File: config.mk
export PLATFORM = sky130hd
export DESIGN_NAME = telnet_command_filter
export DESIGN_NICKNAME = d
export VERILOG_FILES = /design/src/hw/rtl/tlnf_pkg.sv /design/src/hw/rtl/tlnf_front.sv /design/src/hw/rtl/tlnf_fifo.sv /design/src/hw/rtl/tlnf_back.sv /design/src/hw/rtl/telnet_command_filter.sv
export SDC_FILE = /design/constraint.sdc
export NUM_CORES = 1
export LEC_CHECK = 0
export ABC_AREA = 1
export BUFFER_PORTS_ARGS = -buffer_cell sky130_fd_sc_hd__buf_2
export CAP_MARGIN = 30
export CORE_MARGIN = 1
export CORE_UTILIZATION = 58
export DETAILED_ROUTE_END_ITERATION = 16
export PLACE_DENSITY = 0.79
export RECOVER_POWER = 25
export SYNTH_ARGS = -nofsm -noshare
export SYNTH_HDL_FRONTEND = slang
export SYNTH_HIERARCHICAL = 1
export SYNTH_SLANG_ARGS = --single-unit
File: constraint.sdc
create_clock -name i_clk -period 3.4 [get_ports i_clk]
set_clock_uncertainty 0.1 [all_clocks]
set_input_delay 0.85 -clock i_clk [delete_from_list [all_inputs] [get_ports i_clk]]
set_output_delay 0.85 -clock i_clk [all_outputs]
set_load 0.01 [all_outputs]
File: src/hw/rtl/tlnf_pkg.sv
package tlnf_pkg;

    localparam int SUB_DEPTH = 64;

    localparam logic [7:0] BYTE_IAC   = 8'd255;
    localparam logic [7:0] BYTE_DONT  = 8'd254;
    localparam logic [7:0] BYTE_DO    = 8'd253;
    localparam logic [7:0] BYTE_WONT  = 8'd252;
    localparam logic [7:0] BYTE_WILL  = 8'd251;
    localparam logic [7:0] BYTE_SB    = 8'd250;
    localparam logic [7:0] BYTE_SE    = 8'd240;
    localparam logic [7:0] OPT_BINARY = 8'd0;
    localparam logic [7:0] OPT_NAWS   = 8'd31;

    // naws report length and the index width of its buffer
    localparam int NAWS_LEN = 5;
    localparam int NAWS_AW  = 3;

    localparam logic [15:0] COLS_RESET = 16'd80;
    localparam logic [15:0] ROWS_RESET = 16'd25;

    // classified operation codes
    localparam logic [3:0] OP_PASS   = 4'd0;
    localparam logic [3:0] OP_NONE   = 4'd1;
    localparam logic [3:0] OP_PLAIN  = 4'd2;
    localparam logic [3:0] OP_SB     = 4'd3;
    localparam logic [3:0] OP_SE     = 4'd4;
    localparam logic [3:0] OP_DONT   = 4'd5;
    localparam logic [3:0] OP_DO     = 4'd6;
    localparam logic [3:0] OP_WONT   = 4'd7;
    localparam logic [3:0] OP_WILL   = 4'd8;
    localparam logic [3:0] OP_BINARY = 4'd9;

    // queue between front and back
    localparam int Q_AW = 1;

    typedef struct packed {
        logic [3:0] op;
        logic [7:0] rx_byte;
    } t_op;

endpackage

File: src/hw/rtl/tlnf_front.sv
module tlnf_front (
    input  logic          i_clk,
    input  logic          i_rst_n,
    input  logic          i_enable,
    input  logic          i_valid,
    output logic          o_ready,
    input  logic [7:0]    i_byte,
    input  logic          i_full,
    output logic          o_push,
    output tlnf_pkg::t_op o_op
);

    logic r_iac_seen;
    logic n_iac_seen;

    assign o_ready = !i_full;
    assign o_push  = i_valid && !i_full;

    always_comb begin
        n_iac_seen     = r_iac_seen;
        o_op.rx_byte   = i_byte;
        o_op.op        = tlnf_pkg::OP_NONE;
        if (!i_enable) begin
            o_op.op = tlnf_pkg::OP_PASS;
        end else if (i_byte == tlnf_pkg::BYTE_IAC && !r_iac_seen) begin
            n_iac_seen = 1'b1;
        end else if (r_iac_seen && i_byte != tlnf_pkg::BYTE_IAC) begin
            n_iac_seen = 1'b0;
            case (i_byte)
                tlnf_pkg::BYTE_SB:    o_op.op = tlnf_pkg::OP_SB;
                tlnf_pkg::BYTE_SE:    o_op.op = tlnf_pkg::OP_SE;
                tlnf_pkg::BYTE_DONT:  o_op.op = tlnf_pkg::OP_DONT;
                tlnf_pkg::BYTE_DO:    o_op.op = tlnf_pkg::OP_DO;
                tlnf_pkg::BYTE_WONT:  o_op.op = tlnf_pkg::OP_WONT;
                tlnf_pkg::BYTE_WILL:  o_op.op = tlnf_pkg::OP_WILL;
                tlnf_pkg::OPT_BINARY: o_op.op = tlnf_pkg::OP_BINARY;
                default:              o_op.op = tlnf_pkg::OP_NONE;
            endcase
        end else begin
            // plain byte or second iac of a pair
            n_iac_seen = 1'b0;
            o_op.op    = tlnf_pkg::OP_PLAIN;
        end
    end

    always_ff @(posedge i_clk) begin
        if (!i_rst_n) begin
            r_iac_seen <= 1'b0;
        end else if (o_push) begin
            r_iac_seen <= n_iac_seen;
        end
    end

endmodule

File: src/hw/rtl/tlnf_fifo.sv
module tlnf_fifo (
    input  logic          i_clk,
    input  logic          i_rst_n,
    input  logic          i_push,
    input  tlnf_pkg::t_op i_op,
    output logic          o_full,
    input  logic          i_pop,
    output logic          o_nonempty,
    output tlnf_pkg::t_op o_op
);

    localparam int DEPTH = 2 ** tlnf_pkg::Q_AW;

    tlnf_pkg::t_op                r_mem [DEPTH];
    logic [tlnf_pkg::Q_AW-1:0]    r_wr_ptr;
    logic [tlnf_pkg::Q_AW-1:0]    r_rd_ptr;
    logic [tlnf_pkg::Q_AW:0]      r_count;

    assign o_full     = (r_count == (tlnf_pkg::Q_AW+1)'(DEPTH));
    assign o_nonempty = (r_count != '0);
    assign o_op       = r_mem[r_rd_ptr];

    always_ff @(posedge i_clk) begin
        if (i_push) begin
            r_mem[r_wr_ptr] <= i_op;
        end
    end

    always_ff @(posedge i_clk) begin
        if (!i_rst_n) begin
            r_wr_ptr <= '0;
            r_rd_ptr <= '0;
            r_count  <= '0;
        end else begin
            if (i_push) begin
                r_wr_ptr <= r_wr_ptr + 1'b1;
            end
            if (i_pop) begin
                r_rd_ptr <= r_rd_ptr + 1'b1;
            end
            if (i_push && !i_pop) begin
                r_count <= r_count + 1'b1;
            end else if (!i_push && i_pop) begin
                r_count <= r_count - 1'b1;
            end
        end
    end

endmodule

File: src/hw/rtl/tlnf_back.sv
module tlnf_back #(
    parameter int SUB_DEPTH = tlnf_pkg::SUB_DEPTH
) (
    input  logic          i_clk,
    input  logic          i_rst_n,
    input  logic          i_nonempty,
    input  tlnf_pkg::t_op i_op,
    output logic          o_pop,
    output logic          o_valid,
    input  logic          i_ready,
    output logic          o_data_valid,
    output logic [7:0]    o_data_byte,
    output logic          o_overflow_error,
    output logic          o_size_update,
    output logic [15:0]   o_window_cols,
    output logic [15:0]   o_window_rows,
    output logic          o_binary_mode
);

    localparam int CNT_W = $clog2(SUB_DEPTH + 1);

    logic             r_in_subneg, n_in_subneg;
    logic             r_pend_do, n_pend_do;
    logic             r_pend_dont, n_pend_dont;
    logic             r_pend_will, n_pend_will;
    logic             r_pend_wont, n_pend_wont;
    logic             r_binary, n_binary;
    logic [CNT_W-1:0] r_count, n_count;
    logic [15:0]      r_cols, n_cols;
    logic [15:0]      r_rows, n_rows;
    logic [7:0]       r_sub_bytes [tlnf_pkg::NAWS_LEN];
    logic             n_store;

    logic             r_valid;
    logic             r_data_valid, n_data_valid;
    logic [7:0]       r_data_byte;
    logic             r_ovf, n_ovf;
    logic             r_upd, n_upd;

    logic [15:0]      w_width;
    logic [15:0]      w_height;

    assign o_pop    = i_nonempty && (!r_valid || i_ready);
    assign w_width  = {r_sub_bytes[1], r_sub_bytes[2]};
    assign w_height = {r_sub_bytes[3], r_sub_bytes[4]};

    always_comb begin
        n_in_subneg  = r_in_subneg;
        n_pend_do    = r_pend_do;
        n_pend_dont  = r_pend_dont;
        n_pend_will  = r_pend_will;
        n_pend_wont  = r_pend_wont;
        n_binary     = r_binary;
        n_count      = r_count;
        n_cols       = r_cols;
        n_rows       = r_rows;
        n_store      = 1'b0;
        n_data_valid = 1'b0;
        n_ovf        = 1'b0;
        n_upd        = 1'b0;
        case (i_op.op)
            tlnf_pkg::OP_PASS: begin
                n_data_valid = 1'b1;
            end
            tlnf_pkg::OP_SB: begin
                n_count     = '0;
                n_in_subneg = 1'b1;
            end
            tlnf_pkg::OP_SE: begin
                if (r_in_subneg) begin
                    if (r_count >= CNT_W'(tlnf_pkg::NAWS_LEN)
                        && r_sub_bytes[0] == tlnf_pkg::OPT_NAWS) begin
                        if (w_width != '0) begin
                            n_cols = w_width;
                        end
                        if (w_height != '0) begin
                            n_rows = w_height;
                        end
                        n_upd = 1'b1;
                    end
                    n_count     = '0;
                    n_in_subneg = 1'b0;
                end
            end
            tlnf_pkg::OP_DONT:   n_pend_dont = 1'b1;
            tlnf_pkg::OP_DO:     n_pend_do   = 1'b1;
            tlnf_pkg::OP_WONT:   n_pend_wont = 1'b1;
            tlnf_pkg::OP_WILL:   n_pend_will = 1'b1;
            tlnf_pkg::OP_BINARY: n_binary    = r_pend_do;
            tlnf_pkg::OP_PLAIN: begin
                if (r_in_subneg) begin
                    if (r_count >= CNT_W'(SUB_DEPTH)) begin
                        n_ovf = 1'b1;
                    end else begin
                        n_store = (r_count < CNT_W'(tlnf_pkg::NAWS_LEN));
                        n_count = r_count + 1'b1;
                    end
                end else if (r_pend_dont) begin
                    n_pend_dont = 1'b0;
                end else if (r_pend_do) begin
                    n_pend_do = 1'b0;
                end else if (r_pend_wont) begin
                    n_pend_wont = 1'b0;
                end else if (r_pend_will) begin
                    n_pend_will = 1'b0;
                end else begin
                    n_data_valid = 1'b1;
                end
            end
            default: begin
            end
        endcase
    end

    always_ff @(posedge i_clk) begin
        if (o_pop && n_store) begin
            r_sub_bytes[r_count[tlnf_pkg::NAWS_AW-1:0]] <= i_op.rx_byte;
        end
    end

    always_ff @(posedge i_clk) begin
        if (!i_rst_n) begin
            r_in_subneg <= 1'b0;
            r_pend_do   <= 1'b0;
            r_pend_dont <= 1'b0;
            r_pend_will <= 1'b0;
            r_pend_wont <= 1'b0;
            r_binary    <= 1'b0;
            r_count     <= '0;
            r_cols      <= tlnf_pkg::COLS_RESET;
            r_rows      <= tlnf_pkg::ROWS_RESET;
            r_valid     <= 1'b0;
        end else begin
            if (o_pop) begin
                r_in_subneg <= n_in_subneg;
                r_pend_do   <= n_pend_do;
                r_pend_dont <= n_pend_dont;
                r_pend_will <= n_pend_will;
                r_pend_wont <= n_pend_wont;
                r_binary    <= n_binary;
                r_count     <= n_count;
                r_cols      <= n_cols;
                r_rows      <= n_rows;
                r_valid     <= 1'b1;
            end else if (i_ready) begin
                r_valid <= 1'b0;
            end
        end
    end

    always_ff @(posedge i_clk) begin
        if (o_pop) begin
            r_data_valid <= n_data_valid;
            r_data_byte  <= n_data_valid ? i_op.rx_byte : 8'd0;
            r_ovf        <= n_ovf;
            r_upd        <= n_upd;
        end
    end

    assign o_valid          = r_valid;
    assign o_data_valid     = r_data_valid;
    assign o_data_byte      = r_data_byte;
    assign o_overflow_error = r_ovf;
    assign o_size_update    = r_upd;
    assign o_window_cols    = r_cols;
    assign o_window_rows    = r_rows;
    assign o_binary_mode    = r_binary;

endmodule

File: src/hw/rtl/telnet_command_filter.sv
// channel  | handshake                    | payload
// ---------+------------------------------+--------------------------------------------
// rx       | i_rx_valid / o_rx_ready      | i_rx_byte
// result   | o_res_valid / i_res_ready    | o_res_data_valid .. o_res_binary_mode
// cfg      | i_cfg_valid / o_cfg_ready    | i_cfg_telnet_enable
//
// one byte per cycle sustained while results are taken; a byte that is taken is written to
// the queue, then the back end registers its result, which can be taken at the next edge
// the two-entry queue and the result register let rx keep flowing while a result waits
// reset is synchronous, active low; it restores 80x25, clears the option, mode and valid flags, enables filtering
// rx stalls only when the queue is full, i.e. the result side has held off while both entries filled
module telnet_command_filter #(
    parameter int SUB_DEPTH = tlnf_pkg::SUB_DEPTH
) (
    input  logic        i_clk,
    input  logic        i_rst_n,
    // byte input transactions
    input  logic        i_rx_valid,
    output logic        o_rx_ready,
    input  logic [7:0]  i_rx_byte,
    // result transactions
    output logic        o_res_valid,
    input  logic        i_res_ready,
    output logic        o_res_data_valid,
    output logic [7:0]  o_res_data_byte,
    output logic        o_res_overflow_error,
    output logic        o_res_size_update,
    output logic [15:0] o_res_window_cols,
    output logic [15:0] o_res_window_rows,
    output logic        o_res_binary_mode,
    // configuration write transactions
    input  logic        i_cfg_valid,
    output logic        o_cfg_ready,
    input  logic        i_cfg_telnet_enable
);

    // enable register; the user must write it only while the block is idle, the block does not enforce this
    logic r_telnet_enable;

    // front to queue
    logic          w_push;
    logic          w_full;
    tlnf_pkg::t_op w_front_op;

    // queue to back
    logic          w_pop;
    logic          w_nonempty;
    tlnf_pkg::t_op w_back_op;

    assign o_cfg_ready = 1'b1;

    always_ff @(posedge i_clk) begin
        if (!i_rst_n) begin
            r_telnet_enable <= 1'b1;
        end else if (i_cfg_valid) begin
            r_telnet_enable <= i_cfg_telnet_enable;
        end
    end

    // front: tracks the iac prefix and classifies each byte into an operation
    tlnf_front u_front (
        .i_clk    (i_clk),
        .i_rst_n  (i_rst_n),
        .i_enable (r_telnet_enable),
        .i_valid  (i_rx_valid),
        .o_ready  (o_rx_ready),
        .i_byte   (i_rx_byte),
        .i_full   (w_full),
        .o_push   (w_push),
        .o_op     (w_front_op)
    );

    // short queue decoupling the two halves
    tlnf_fifo u_fifo (
        .i_clk      (i_clk),
        .i_rst_n    (i_rst_n),
        .i_push     (w_push),
        .i_op       (w_front_op),
        .o_full     (w_full),
        .i_pop      (w_pop),
        .o_nonempty (w_nonempty),
        .o_op       (w_back_op)
    );

    // back: option flags, subnegotiation buffer, naws decode, result register
    tlnf_back #(
        .SUB_DEPTH (SUB_DEPTH)
    ) u_back (
        .i_clk            (i_clk),
        .i_rst_n          (i_rst_n),
        .i_nonempty       (w_nonempty),
        .i_op             (w_back_op),
        .o_pop            (w_pop),
        .o_valid          (o_res_valid),
        .i_ready          (i_res_ready),
        .o_data_valid     (o_res_data_valid),
        .o_data_byte      (o_res_data_byte),
        .o_overflow_error (o_res_overflow_error),
        .o_size_update    (o_res_size_update),
        .o_window_cols    (o_res_window_cols),
        .o_window_rows    (o_res_window_rows),
        .o_binary_mode    (o_res_binary_mode)
    );

endmodule

==> impl_metrics.env, run 1 <==
export IMPL_die_w_microns=101
export IMPL_dp_slack_ns=0.731
export IMPL_powerDensity_nw_per_um2=696
export IMPL_worstPathRequired_ns=3.52
export IMPL_hold_violations=0
export IMPL_synthCells=611
export IMPL_die_area_sq_um=10200
export IMPL_yosys_area_share_simple_pct=25.8
export IMPL_cts_root_buf="clkbuf_8"
export IMPL_ys_seq_area_share_pct=58.1
export IMPL_row_count=35
export IMPL_synth_ff_type="edfxtp_1"
export IMPL_outcome="complete, no violations"
export IMPL_firstDrtPassIters=5
export IMPL_num_vias=4172
export IMPL_ys_seq_elements=128
export IMPL_cts_sinks=128
export IMPL_die_h_microns=101
export IMPL_ant_nets=0
export IMPL_setup_ws_ns=0.629
export IMPL_cts_clk_slew_worst_paths_ns=0.06
export IMPL_syn_to_final_growth_pct=14.7
export IMPL_grt_setup_unrepaired="false"
export IMPL_synth_top_cell_area_share_pct=39.5
export IMPL_port_buffer_count=59
export IMPL_grt_use_total_pct=23.8
export IMPL_cts_hold_repair_buffers=0
export IMPL_diodes=0
export IMPL_period_share_pct=81.5
export IMPL_drt_wirelength_per_cell_microns=13.6
export IMPL_first_iter_violations=294
export IMPL_clock_path_buffers=2
export IMPL_slew_violations=0
export IMPL_slowest_stage="dfxtp_1"
export IMPL_setup_tns_ns=0
export IMPL_power_leakage_nw=2.80
export IMPL_initial_utilization_pct=60.8
export IMPL_final_common_cell="nor2_1"
export IMPL_netlist_area_sq_um=5700
export IMPL_yosys_area_top_type="edfxtp_1"
export IMPL_routabilityCongestion=0.929
export IMPL_worstPathArrival_ns=2.89
export IMPL_post_cts_buffers=0
export IMPL_cp_cell_sequence="mux2_2 > inv_2 > nand2_1 > nor2_1 > nand2_1 > nor2_1 > nand3_1 > nor4_1 > buf_4"
export IMPL_drive_above_1_share_pct=18.2
export IMPL_final_cell_count_no_fill=816
export IMPL_drc=0
export IMPL_overflow=0
export IMPL_fmax_ghz=0.361
export IMPL_ys_types=41
export IMPL_cts_tree="built"
export IMPL_drt_total_wl_mm=11.1
export IMPL_cp_slowest_stage_delay_ns=0.47
export IMPL_htree_levels=4
export IMPL_io_pins=61
export IMPL_async_flop_share_pct=0
export IMPL_grt_pass1_vias=3863
export IMPL_synth_compound_area_share_pct=3.07
export IMPL_period_needed_ns=2.77
export IMPL_power_mw=4.55
export IMPL_tightest_slew_ns=0.725
export IMPL_end_kind="flip-flop"
export IMPL_dp_cells=784
export IMPL_yosys_area_share_xor_xnor_pct=0.461
export IMPL_syn_nets=629
export IMPL_cts_resized=0
export IMPL_final_util_pct=69.7
export IMPL_setup_viol=0
export IMPL_synth_edf_count=75
export IMPL_cap_violations=0
export IMPL_synthTopCellsByArea="edfxtp_1, dfxtp_1, nor2_1"
export IMPL_antenna_found_initial=0
export IMPL_yosys_warnings=6
export IMPL_grt_max_degree=44
export IMPL_nets=692
export IMPL_cts_buffers=17
export IMPL_dp_hpwl_mm=7.46
export IMPL_grt_pass1_wl_mm=18.1
export IMPL_hp_class="reg2reg"
export IMPL_final_cell_mix="nor2_1, nand2_1, inv_1, edfxtp_1, dfxtp_1"
export IMPL_synth_top_family_by_area="simple AND/OR/NAND/NOR gates"
export IMPL_clk_latency_ns=0.51
export IMPL_cp_start_kind="flip-flop"
export IMPL_cp_max_fo=8
export IMPL_crit_type="reg2reg"
export IMPL_slew_limit_headroom_pct=51.6
export IMPL_vdd_drop_max_mv=0.506
export IMPL_synthAdderAreaFrac_pct=0.878
export IMPL_core_sq_um=9370
export IMPL_synth_mux_area_fraction_pct=3.03
export IMPL_vias_per_cell=5.11
export IMPL_syn_area_per_cell_sq_um=9.33
routing by layer:
| layer | track usage, % | vias to the layer above | routed length (microns) |
|---|---|---|---|
| li1 | - | 2083 | - |
| met1 | 28.9 | 1963 | 4840 |
| met2 | 41.1 | 116 | 5640 |
| met3 | 5.06 | 10 | 536 |
| met4 | 9.92 | 0 | 112 |
| met5 | 0 | - | 0 |
worst paths after layout:
path | end | cells after the start | start | slack, ns
hold / removal | u_back/o_window_rows[3] | 2 | u_back/o_window_rows[3] | 0.36
setup reg to reg | u_back/r_sub_bytes[2][0] | 9 | flip-flop | 0.63
setup / recovery | u_back/r_sub_bytes[2][0] | 9 | flip-flop | 0.63
hold reg to reg | u_back/o_window_rows[3] | 2 | u_back/o_window_rows[3] | 0.36
critical path, delay by kind of cell (launching register included):
family                 cells  cell delay, ns
buffers and inverters      2            0.36
flip-flops                 1            0.47
multiplexers               1            0.41
AND/OR/NAND/NOR            6            1.14
metrics by stage:
stage                     area, sq um  hold slack [ns]
after floorplan                  5700            0.349
after global placement           6040            0.338
after detailed placement         6040            0.343
after CTS                        6580            0.359
after global routing             6540            0.384
final                            6540            0.358
flip-flops by register name, indices dropped and copies added (netlist names), 2 cells and up, named ones only:
| register | count |
|---|---|
| u_back/r_count | 7 |
| u_back/o_window_rows | 16 |
| u_fifo/r_count | 2 |
| u_back/o_window_cols | 16 |
| u_back/o_data_byte | 8 |
| u_fifo/r_mem | 24 |
| u_back/r_sub_bytes | 40 |
Yosys cell counts, types with 2 or more instances:
| cell | number |
|---|---|
| nand3b_1 | 3 |
| a31oi_1 | 2 |
| edfxtp_1 | 75 |
| buf_6 | 4 |
| a21oi_1 | 14 |
| nor3_1 | 9 |
| o21ai_0 | 8 |
| buf_2 | 6 |
| nand4_1 | 5 |
| mux2_4 | 10 |
| nor4_1 | 3 |
| nand3_1 | 32 |
| dfxtp_1 | 53 |
| inv_2 | 5 |
| inv_1 | 75 |
| xor2_1 | 2 |
| ha_1 | 4 |
| nand2_2 | 5 |
| nand2_1 | 123 |
| buf_4 | 10 |
| o211ai_1 | 2 |
| nor2_1 | 125 |
| mux2_2 | 2 |
| nor2_4 | 5 |
| nand3_2 | 13 |
logic make-up after synthesis:
kind of cell,Yosys count
simple gates,328
flops,128
buf+inv,105
compound gates,30
mux,12
fa+ha+maj,4
xor+xnor,3
other cells,1
power by group:
part	switching (mW)	leakage [nW]	internal [mW]	total, mW
Combinational	0.698	1.40	0.260	0.957
Clock	0.629	0.278	0.989	1.62
Sequential	0.0912	1.12	1.88	1.97
Total	1.42	2.80	3.13	4.55
area by class of cell:
class / instances / area [sq um]
flip-flops and latches: 128 / 3310
well taps: 129 / 161
multi-input cells: 378 / 1870
clock inverters: 10 / 56.3
inverters: 82 / 309
repair buffers: 67 / 342
clock buffers: 22 / 484
fillers: 744 / 2840
(Power assumes the default switching activity.)
==> run 2, diff against run 1 <==
Settings changed: CORE_UTILIZATION 58 to 53, PLACE_DENSITY 0.79 to 0.76.
Clock period 3.4 ns to 2.5 ns, I/O delays scaled along.
==> run 2 against run 1 <==
Against the previous run:
- the run now ends with max-capacitance violations, max-slew violations left
- clock power up 46%
- die area up 9.2%
- sequential share of layout area down 0.84 points
- critical path type unchanged
- critical endpoint is now u_back/r_sub_bytes[2][5]
==> impl_metrics.env, run 2 (synthesis gave the netlist of run 1 again) <==
export IMPL_outcome="finished with violations"
export IMPL_violations="max-capacitance violations, max-slew violations"
export IMPL_powerDensity_nw_per_um2=951
export IMPL_cts_tree="built"
export IMPL_cts_clk_slew_worst_paths_ns=0.06
export IMPL_cts_root_buf="clkbuf_8"
export IMPL_cp_start_kind="flip-flop"
export IMPL_row_count=37
export IMPL_grt_pass1_wl_mm=17.5
export IMPL_cts_buffers=17
export IMPL_cts_sinks=128
export IMPL_post_cts_buffers=0
export IMPL_clk_latency_ns=0.51
export IMPL_routabilityCongestion=0.886
export IMPL_worstPathRequired_ns=2.62
export IMPL_largest_reg_flops=40
export IMPL_grt_pass1_vias=3949
export IMPL_io_pins=61
export IMPL_core_sq_um=10400
export IMPL_period_needed_ns=2.32
export IMPL_port_buffer_count=59
export IMPL_first_iter_violations=244
export IMPL_slew_violations=43
export IMPL_clock_path_buffers=2
export IMPL_initial_utilization_pct=54.9
export IMPL_drt_total_wl_mm=10.6
export IMPL_crit_type="reg2reg"
export IMPL_whs_ns=0.225
export IMPL_drc=0
export IMPL_vias_per_cell=5.01
export IMPL_power_leakage_nw=2.84
export IMPL_grt_use_total_pct=20.1
export IMPL_cp_max_fo=8
export IMPL_tightest_slew_ns=1.71
export IMPL_slew_limit_headroom_pct=-13.7
export IMPL_final_cell_count_no_fill=827
export IMPL_setup_viol=0
export IMPL_die_h_microns=106
export IMPL_drive_above_1_share_pct=19.1
export IMPL_htree_levels=4
export IMPL_end_kind="flip-flop"
export IMPL_hold_violations=0
export IMPL_worstPathArrival_ns=2.44
export IMPL_antenna_found_initial=0
export IMPL_dp_hpwl_mm=7.38
export IMPL_final_cell_mix="nor2_1, nand2_1, inv_1, edfxtp_1, dfxtp_1"
export IMPL_ant_nets=0
export IMPL_period_share_pct=92.8
export IMPL_diodes=0
export IMPL_die_w_microns=106
export IMPL_fmax_ghz=0.431
export IMPL_final_common_cell="nor2_1"
export IMPL_grt_max_degree=43
export IMPL_dp_cells=795
export IMPL_overflow=0
export IMPL_die_area_sq_um=11200
export IMPL_hp_class="in2reg"
export IMPL_firstDrtPassIters=5
export IMPL_syn_to_final_growth_pct=16.7
export IMPL_vdd_drop_max_mv=0.626
export IMPL_drt_wirelength_per_cell_microns=12.9
export IMPL_grt_setup_unrepaired="false"
export IMPL_num_vias=4140
export IMPL_power_mw=6.32
export IMPL_cap_violations=1
export IMPL_nets=696
## run 2: cell types whose count changed in the layout (fill, tap and decap cells not counted), sizes merged
cell,previous run,this run
buf,58,60
clkbuf,31,33
inv,83,82
clkinv,9,10
## run 2: repair_timing
action	CTS	global route
setup endpoints to repair	0	24
hold buffers	0	0
gates resized for setup	0	2
## run 2: path summary, 6_finish.rpt
path | slack (ns) | to | depth (start not counted) | start
hold reg to reg | 0.36 | u_back/o_window_rows[0] | 2 | u_back/o_window_rows[0]
hold / removal | 0.22 | r_telnet_enable | 3 | i_cfg_telnet_enable
setup / recovery | 0.18 | u_back/r_sub_bytes[2][5] | 9 | flip-flop
setup reg to reg | 0.18 | u_back/r_sub_bytes[2][5] | 9 | flip-flop
## run 2: final cells by class
type	instances	area, sq um
multi-input cells	378	1890
fillers	821	3720
well taps	136	170
inverters	82	309
repair buffers	71	379
flip-flops and latches	128	3310
clock inverters	10	70.1
clock buffers	22	518
## run 2: critical path, stage by stage, from the launching register on
cell     delay [ns]
dfxtp_2        0.40
mux2_2         0.39
inv_2          0.11
nand2_1        0.06
nor2_1         0.14
nand2_1        0.10
nor2_1         0.16
nand3_1        0.18
nor4_2         0.18
buf_4          0.21
## run 2: stage by stage
| step | setup TNS [ns] | utilization (%) | setup WS [ns] | cell area, sq um |
|---|---|---|---|---|
| final | 0 | 64.1 | 0.179 | 6650 |
| after global routing | 0 | 64.1 | 0.0183 | 6650 |
| after CTS | 0 | 64.5 | 0.0591 | 6690 |
| after detailed placement | 0 | 58.8 | 0.148 | 6100 |
| after global placement | 0 | 58.8 | 0.225 | 6100 |
| after floorplan | -2.27 | - | -0.106 | 5710 |
## run 2: power by group
| group | leakage (nW) | total [mW] | internal (mW) | switching (mW) |
|---|---|---|---|---|
| logic | 1.42 | 1.32 | 0.375 | 0.940 |
| registers | 1.12 | 2.65 | 2.55 | 0.0945 |
| clock network | 0.296 | 2.36 | 1.46 | 0.897 |
| total | 2.84 | 6.32 | 4.39 | 1.93 |
## run 2: routing by layer
layer | share of wire, % | routed length (microns) | up-vias | track usage (%)
met1 | 41 | 4410 | 1883 | 21.8
met3 | 4.7 | 505 | 38 | 4.64
met5 | 0 | 0 | - | 0
met2 | 51 | 5380 | 130 | 36.0
met4 | 3.2 | 337 | 0 | 11.1
li1 | - | - | 2089 | -
